File: src/sv/vbmm_ram.sv
module vbmm_ram #(
   parameter int WIDTH = 8,
   parameter int DEPTH = 32
) (
   input  logic                     clock,
   input  logic                     enable,
   input  logic                     write_enable,
   input  logic [$clog2(DEPTH)-1:0] address,
   input  logic [WIDTH-1:0]         write_data,
   output logic [WIDTH-1:0]         read_data
);

   logic [WIDTH-1:0] mem_ff [DEPTH];
   logic [WIDTH-1:0] read_data_ff;

   // Single port, registered read; output holds when not enabled
   always_ff @(posedge clock) begin
      if (enable) begin
         if (write_enable) begin
            mem_ff[address] <= write_data;
         end else begin
            read_data_ff <= mem_ff[address];
         end
      end
   end

   assign read_data = read_data_ff;

endmodule

File: config.mk
export PLATFORM = sky130hd
export DESIGN_NAME = vbmm_ram
export DESIGN_NICKNAME = d
export VERILOG_FILES = /design/src/sv/vbmm_ram.sv
export SDC_FILE = /design/constraint.sdc
export NUM_CORES = 1
export LEC_CHECK = 0
export ABC_AREA = 1
export BUFFER_PORTS_ARGS = -buffer_cell sky130_fd_sc_hd__buf_4
export CORE_AREA = 2 2 152 154
export CTS_CLUSTER_SIZE = 20
export DETAILED_ROUTE_END_ITERATION = 8
export DIE_AREA = 0 0 154 156
export GPL_ROUTABILITY_DRIVEN = 0
export PLACE_DENSITY = 0.62
export SYNTH_ARGS = -nofsm -noshare
export SYNTH_HDL_FRONTEND = slang
export SYNTH_SLANG_ARGS = --single-unit
File: constraint.sdc
create_clock -name clock -period 2 [get_ports clock]
set_input_delay 0.1 -clock clock [delete_from_list [all_inputs] [get_ports clock]]
set_output_delay 0.1 -clock clock [all_outputs]
set_load 0.1 [all_outputs]
==> results.json <==
{
  "status": "finished, final reports clean",
  "die_w_um": 154,
  "synth_xor_area_share_pct": 0,
  "cp_num_buf_inv": 1,
  "cts_inserted_buffers": 27,
  "grt.overflow.total": 0,
  "critPathMaxStageDelay_ns": 0.40,
  "clockRootBuffer": "clkbuf_16",
  "synthCells": 1067,
  "synth_area_um2": 11100,
  "p_int_mw": 8.94,
  "maxSlewHeadroom_pct": 56.6,
  "cts_tree": "built",
  "rsz0062_at_grt": "false",
  "grt_max_degree": 68,
  "final-seq-area_um2": 7930,
  "num_rows": 55,
  "hold_class": "input pin to register",
  "worst_setup_path_end_kind": "output pin",
  "synth_top_family_by_area": "simple AND/OR/NAND/NOR gates",
  "yosysSeqAreaShare_pct": 71.5,
  "synthDistinctLibCells": 11,
  "clkTransAtPathRegs_ns": 0.06,
  "grt_pass1_wl_mm": 39.0,
  "wl_mm": 25.5,
  "crit_family": "flip-flops",
  "setup.worst_path.start_class": "register",
  "nNetsFinal": 1142,
  "syn_nets": 1083,
  "dr_total_vias": 7273,
  "post_cts_resized": 0,
  "slew_viol_final": 0,
  "worstPathRequired_ns": 1.90,
  "wl_per_cell_um": 17.8,
  "final_core_util_pct": 56.4,
  "max_freq_ghz": 0.747,
  "p_per_area_nw_per_um2": 908,
  "maxCapViolCount": 0,
  "clock_skew_ns": 0.00622,
  "post_cts_buffers": 0,
  "multi_input_area_um2": 2840,
  "slowest_stage": "edfxtp_1",
  "hold_violations": 0,
  "ant_nets": 0,
  "pwr-share-seq_pct": 53.6,
  "final_common_cell": "nand2_1",
  "cp_max_fo": 1,
  "synth-seq-cells": 264,
  "initial_core_util_pct": 49.6,
  "hpwl_mm": 15.0,
  "power.share.clock_pct": 39.9,
  "vias_per_cell": 5.08,
  "fin_crit_sh_pct": 66.9,
  "switching_power_mw": 2.53,
  "dr.pass1.iters": 5,
  "portBuffers": 23,
  "cts_max_level": 1,
  "synth_compound_area_share_pct": 0,
  "die_y_um": 156,
  "holdBufCountCts": 0,
  "p_comb_share_pct": 6.4,
  "drc": 0,
  "regToRegSetupSlack_ns": 0.69,
  "core_area_um2": 22400,
  "p_leak_nw": 5.28,
  "sw_frac_of_total_pct": 22.0,
  "cts_sinks": 264,
  "placed_cell_area_um2": 11800,
  "synthMuxAreaShare_pct": 0,
  "final_cell_mix": "681 x nand2_1, 264 x edfxtp_1, 71 x buf_4, 49 x nor2_1, 27 x clkbuf_16",
  "drive_gt1_share_pct": 11.1,
  "die_area_um2": 24000,
  "critPathArrivalTime_ns": 1.24,
  "io_pins": 24,
  "max-vdd-ir-drop_mv": 0.489,
  "syn_to_final_growth_pct": 13.8,
  "avgSynthCellArea_um2": 10.4,
  "final_area_um2": 12600,
  "fin_setup_tns_ns": 0,
  "finalPower_mw": 11.5,
  "yosys.area_share.simple_pct": 25.6,
  "drt_iter0_markers": 643,
  "worstSetupPathType": "register to output pin",
  "track_usage_pct": 21.4,
  "path_cells": "buf_4",
  "worstSkewPairLatency_ns": 0.52,
  "cts_buffer_depth": 3,
  "antenna_found_initial": 0,
  "fill_cells": 1894,
  "synth_fa_ha_area_share_pct": 0,
  "num_antenna_cells": 0,
  "ys_warn_count": 0,
  "final-setup-viol-count": 0,
  "finalCriticalPeriod_ns": 1.34,
  "worst_pin_slew_ns": 0.647,
  "grt_pass1_vias": 6878
}
## routing by layer
layer | GRT usage, % | routed length [um] | vias to the layer above
met3 | 2.83 | 1480 | 32
met1 | 31.4 | 11700 | 3460
met2 | 34.1 | 11800 | 211
met4 | 5.47 | 451 | 0
li1 | - | - | 3570
met5 | 0 | 0 | -
## cell type report
type,instances,share of cell area (%)
clock buffer,35,5.59
sequential,264,62.8
multi-input combinational,742,22.5
inverter,15,0.466
timing repair buffer,76,5.02
tap,285,2.83
clock inverter,14,0.764
## path summary, 6_finish.rpt
path | endpoint | cells after the start | startpoint
max | read_data[0] | 1 | read_data[0]
max reg2reg | read_data[5] | 8 | mem_ff[6][5]
min reg2reg | read_data[2] | 8 | mem_ff[13][2]
min | mem_ff[3][7] | 1 | write_data[7]
## state kept, by name (all words and copies together), names as in the netlist
register	count
mem_ff	256
read_data	8
## synth_stat cells
library cell	instances	area, um2
buf_4	14	105
nor3_2	8	80.1
nor2_1	49	184
clkbuf_1	8	30.0
buf_2	23	115
nand2_1	681	2560
edfxtp_1	264	7930
inv_2	9	33.8
inv_1	6	22.5
buf_6	1	11.3
nand3_1	4	20.0
## power by group through the flow
stage               Sequential (mW)  Combinational, mW  Clock (mW)
floorplan                      6.32              0.386           0
global placement               6.27              0.732           0
detailed placement             6.27              0.739           0
CTS                            6.15              0.742        4.67
global route                   6.15              0.816        4.89
finish                         6.15              0.737        4.58
## stage by stage
| step | setup WS, ns | hold WS (ns) | std cells |
|---|---|---|---|
| after floorplan | 0.438 | 0.199 | 1067 |
| after global placement | 0.248 | 0.557 | 1382 |
| after detailed placement | 0.209 | 0.564 | 1382 |
| after CTS | 0.649 | 0.0101 | 1431 |
| after global routing | 0.608 | 0.0183 | 1431 |
| final | 0.662 | 0.0266 | 1431 |
## kinds of logic after synthesis
family / after synthesis
flops: 264
simple gates: 742
buf+inv: 61
Power figures use the tool's default switching activity.
