$ cat config.mk
export PLATFORM = sky130hd
export DESIGN_NAME = vbmm_decode
export DESIGN_NICKNAME = d
export VERILOG_FILES = /design/src/sv/vbmm_pkg.sv /design/src/sv/vbmm_decode.sv
export SDC_FILE = /design/constraint.sdc
export NUM_CORES = 1
export LEC_CHECK = 0
export ABC_AREA = 1
export BUFFER_PORTS_ARGS = -buffer_cell sky130_fd_sc_hd__buf_2
export CAP_MARGIN = 10
export CORE_AREA = 2 2 39 41
export DETAILED_ROUTE_END_ITERATION = 7
export DIE_AREA = 0 0 41 43
export GPL_ROUTABILITY_DRIVEN = 0
export PLACE_DENSITY = 0.79
export SYNTH_ARGS = -nofsm -noshare
export SYNTH_HDL_FRONTEND = slang
export SYNTH_SLANG_ARGS = --single-unit
export TNS_END_PERCENT = 100
$ cat constraint.sdc
create_clock -name vclk -period 1.61
set_input_delay 0.161 -clock vclk [all_inputs]
set_output_delay 0.161 -clock vclk [all_outputs]
set_load 0.01 [all_outputs]
$ cat src/sv/vbmm_pkg.sv
package vbmm_pkg;

   // Item field widths
   localparam int CMD_W  = 2;
   localparam int ADDR_W = 14;
   localparam int DATA_W = 8;

   // Configuration port
   localparam int CSR_INDEX_W = 1;
   localparam int CSR_DATA_W  = 1;
   localparam logic [CSR_INDEX_W-1:0] CSR_MIRROR_VERTICAL = 1'd0;
   localparam logic [CSR_INDEX_W-1:0] CSR_PATTERN_IS_RAM  = 1'd1;

   // Store geometry
   localparam int PATTERN_BANK_BYTES = 4096;
   localparam int NAME_TABLE_BYTES   = 1024;
   localparam int PALETTE_BYTES      = 32;
   localparam int PATTERN_DEPTH      = 2 * PATTERN_BANK_BYTES;
   localparam int NT_DEPTH           = 2 * NAME_TABLE_BYTES;
   localparam int PAT_BANK_AW        = $clog2(PATTERN_BANK_BYTES);
   localparam int PAT_AW             = $clog2(PATTERN_DEPTH);
   localparam int NT_TABLE_AW        = $clog2(NAME_TABLE_BYTES);
   localparam int NT_AW              = $clog2(NT_DEPTH);
   localparam int PAL_AW             = $clog2(PALETTE_BYTES);

   // Address map
   localparam logic [ADDR_W-1:0] NAME_TABLE_BASE = 14'h2000;
   localparam logic [ADDR_W-1:0] NAME_TABLE_LAST = 14'h3EFF;
   localparam int PATTERN_BANK_BIT = 12;   // 0x1000 selects the upper bank

   typedef enum logic [CMD_W-1:0] {
      CMD_READ  = 2'd0,
      CMD_WRITE = 2'd1,
      CMD_LOAD  = 2'd2
   } cmd_type;

   typedef enum logic [1:0] {
      REGION_PATTERN = 2'd0,
      REGION_NAME    = 2'd1,
      REGION_PALETTE = 2'd2
   } region_type;

   // Decoded access, from the decoder to the top level
   typedef struct packed {
      logic              is_read;
      region_type        region;
      logic              pat_en;
      logic              pat_we;
      logic [PAT_AW-1:0] pat_addr;
      logic              nt_en;
      logic              nt_we;
      logic [NT_AW-1:0]  nt_addr;
      logic              pal_en;
      logic              pal_we;
      logic [PAL_AW-1:0] pal_addr;
   } access_type;

endpackage

$ cat src/sv/vbmm_decode.sv
module vbmm_decode import vbmm_pkg::*; (
   input  logic [CMD_W-1:0]  cmd,
   input  logic [ADDR_W-1:0] address,
   input  logic              mirror_vertical,
   input  logic              pattern_is_ram,
   output access_type        access
);

   logic [1:0]       table_sel;
   logic             nt_half;
   logic [PAL_AW-1:0] pal_raw;
   region_type       region;

   // Region by address range
   always_comb begin
      if (address < NAME_TABLE_BASE) begin
         region = REGION_PATTERN;
      end else if (address <= NAME_TABLE_LAST) begin
         region = REGION_NAME;
      end else begin
         region = REGION_PALETTE;
      end
   end

   // Name table: pick the physical half from the logical table number
   assign table_sel = address[NT_TABLE_AW+1:NT_TABLE_AW];
   assign nt_half   = mirror_vertical ? table_sel[0] : table_sel[1];

   // Palette: backdrop entries of the sprite half alias the background half
   assign pal_raw = address[PAL_AW-1:0];

   always_comb begin
      access          = '0;
      access.region   = region;
      access.pat_addr = {address[PATTERN_BANK_BIT], address[PAT_BANK_AW-1:0]};
      access.nt_addr  = {nt_half, address[NT_TABLE_AW-1:0]};
      access.pal_addr = pal_raw;
      if (pal_raw[PAL_AW-1] && (pal_raw[1:0] == 2'b00)) begin
         access.pal_addr[PAL_AW-1] = 1'b0;
      end

      case (cmd_type'(cmd))
         CMD_READ: begin
            access.is_read = 1'b1;
            access.pat_en  = (region == REGION_PATTERN);
            access.nt_en   = (region == REGION_NAME);
            access.pal_en  = (region == REGION_PALETTE);
         end
         CMD_WRITE: begin
            // pattern writes land only when the store is RAM
            access.pat_en = (region == REGION_PATTERN) && pattern_is_ram;
            access.pat_we = access.pat_en;
            access.nt_en  = (region == REGION_NAME);
            access.nt_we  = access.nt_en;
            access.pal_en = (region == REGION_PALETTE);
            access.pal_we = access.pal_en;
         end
         CMD_LOAD: begin
            access.pat_en = 1'b1;
            access.pat_we = 1'b1;
         end
         default: begin
         end
      endcase
   end

endmodule

==> metrics.md <==
| Metric | Value |
|---|---|
| Wire length of the first global-routing pass | `883 um` |
| Mean number of vias per cell | `3.83` |
| Min Clock Period, post-route | `1130 ps` |
| Top layer used by detailed routing | `met3` |
| Count of clock-net buffers in the final layout | `0` |
| Worst Path Class, Setup | `in2out` |
| Post-synthesis simple-gate area fraction | `0.170` |
| Gate power share | `1.000` |
| XOR/XNOR share of the synthesized area | `0` |
| Core box area | `approximately 0.0014 mm2` |
| Initial standard-cell utilization of the core | `0.282` |
| Inserted Diodes | `0` |
| Maximum number of pins on one net before global-route repair | `5` |
| Max Cap Viol | `0` |
| Startpoint types | `input pin` |
| Wire length after detailed routing | `roughly 660 um` |
| Clock network power share | `0` |
| Die span in y | `approximately 43 um` |
| Overall track demand over capacity in global routing | `0.0649` |
| Power Density | `247 mW/mm2` |
| Sequential-to-total area share from yosys stat | `0` |
| Maximum fanout along the worst path | `3` |
| Site Rows | `14` |
| Class of the tightest hold or removal check | `in2out` |
| Final HPWL DP | `637 um` |
| Number of flip-flops and latches | `0` |
| Relative contribution of sequential cells to total power | `0` |
| Via count | `about 330` |
| Initial antenna violation count | `0` |
| Largest family of logic cells by synthesized area | `buffers and inverters` |
| Total nets after synthesis | `82` |
| Drt first pass iters | `1` |
| Leakage | `0.289 nW` |
| Arrival time at the worst endpoint | `960 ps` |
| Post-cts sizing count | `0` |
| Worst slew pin tran | `147 ps` |
| Netlist area before placement | `390 um2` |
| Layout Area Growth over Synthesis | `1.28%` |
| Finish-stage setup viols | `0` |
| Starting DRC count in detailed routing | `0` |
| Switch Pwr | `0.0527 mW` |
| Die ar. | `0.00176 mm2` |
| Detailed-route DRC error count | `0` |
| Mux share of post-synthesis cell area | `0.0288` |
| Routed met2 length | `312 um` |
| Final antenna-violating net count | `0` |
| Max-slew headroom | `0.901` |
| Element type at the critical path end | `primary output` |
| Number of input and output port buffers inserted | `39` |
| Synthesized-area fraction occupied by ao, oa, aoi and oai cells | `0.0385` |
| Number of standard cells after synthesis | `60` |
| Result of the run | `complete, no violations` |
| Final Hold Violating Endpoints | `0` |
| Placed cell area | `395 um2` |
| Avg WL per Cell | `approximately 7.6 um` |
| Die width | `41 um` |
| Switching part of the total power | `0.540` |
| Layout Nets | `95` |
| Final-layout setup total negative slack | `0 ps` |
| Maximum VDD drop | `0.0500 mV` |
| Post-CTS Setup Bufs | `0` |
| Fmax | `0.888 GHz` |
| Share of post-route cells with drive strength above 1 | `0.606` |
| Yosys Warn Count | `0` |
| End-of-flow core utilization | `0.286` |
| Final cycle utilization of the critical path | `0.699` |
| Number of hold buffers added after cts | `0` |
| I/O pins | `56` |
| Sequential Area | `0 um2` |
| Number of global-route vias before repair | `242` |
| Cell variety after synth | `11` |
| Int Power | `between 0.04 and 0.05 mW` |
| Global-route congestion overflow total | `0` |
| M1 WL | `between 200 and 250 um` |
| RSZ-0062 raised after global routing | `no` |
| Capturing element of the worst setup path | `access[33]` |
| Critical path required time | `1450 ps` |
| Adder-Cell Fraction of Synth Area | `0.128` |
| Source of the critical timing path | `cmd[1]` |
| Post-layout instance area | `395 um2` |
| Mean post-synth cell area | `6.51 um2` |
| Met3 wirelength from detailed routing | `~120 um` |
| Number of max-slew violations in the final report | `0` |
-- worst max-delay path: stages --
cell and delay (ps):
sky130_fd_sc_hd__buf_2 110, sky130_fd_sc_hd__inv_1 70, sky130_fd_sc_hd__ha_1 190, sky130_fd_sc_hd__nand3_1 110
sky130_fd_sc_hd__a21boi_0 170, sky130_fd_sc_hd__buf_2 150
-- metal layers --
metal	vias up	track usage
li1	170	-
met1	133	0.0728
met2	30	0.119
met3	0	0.0157
met4	0	0.00667
met5	-	0
-- final cells by class --
| type | count | area (um2) |
|---|---|---|
| inverters | 10 | 37.5 |
| multi-input cells | 22 | 143 |
| repair buffers | 39 | 195 |
| fillers | 176 | 988 |
| well taps | 16 | 20.0 |
-- cell usage in the layout (no fill, tap or decap) --
cell type / instances
sky130_fd_sc_hd__o21a_1: 1
sky130_fd_sc_hd__nor2_1: 5
sky130_fd_sc_hd__nand2_1: 5
sky130_fd_sc_hd__mux2_2: 1
sky130_fd_sc_hd__nand2_2: 2
sky130_fd_sc_hd__nor2_2: 1
sky130_fd_sc_hd__ha_1: 4
sky130_fd_sc_hd__a21boi_0: 1
sky130_fd_sc_hd__buf_2: 39
sky130_fd_sc_hd__inv_1: 10
sky130_fd_sc_hd__nand3_1: 2
-- metrics by stage --
stage	std cells	power, mW	hold slack (ps)	setup WS [ps]
2_1_floorplan	60	0.104	414	677
3_3_place_gp	87	0.0986	322	529
3_5_place_dp	87	0.0996	322	465
4_1_cts	87	0.100	322	465
5_1_grt	87	0.112	322	400
6_report	87	0.0976	322	484
-- logic make-up after synthesis --
logic type | after synthesis
and+or+nand+nor | 15
muxes | 1
AOI/OAI and AO/OA | 2
adders and majority gates | 4
buffers and inverters | 38
-- power by group through the flow --
| stage | Sequential [mW] | Clock (mW) | Combinational, mW |
|---|---|---|---|
| 6_report | 0 | 0 | 0.0976 |
| 5_1_grt | 0 | 0 | 0.112 |
| 4_1_cts | 0 | 0 | 0.100 |
| 3_5_place_dp | 0 | 0 | 0.0996 |
| 3_3_place_gp | 0 | 0 | 0.0986 |
| 2_1_floorplan | 0 | 0 | 0.104 |
-- how the worst min path moves through the flow --
| stage | cells after the start | to | slack (ps) | from |
|---|---|---|---|---|
| global placement | 0 | access[13] | 320 | address[6] |
| CTS | 0 | access[13] | 320 | address[6] |
| floorplan | 1 | access[0] | 410 | address[0] |
| global route | 0 | access[10] | 320 | address[3] |
| finish | 0 | access[27] | 320 | address[7] |
| detailed placement | 0 | access[13] | 320 | address[6] |
-- Yosys cell counts, drive strengths merged --
library cell	n	area, um2
buf	28	210
inv	10	37.5
nand2	7	31.3
nor2	6	25.0
ha	4	50.1
nand3	2	10.0
a21boi	1	7.51
mux2	1	11.3
o21a	1	7.51
(Power assumes the default switching activity.)
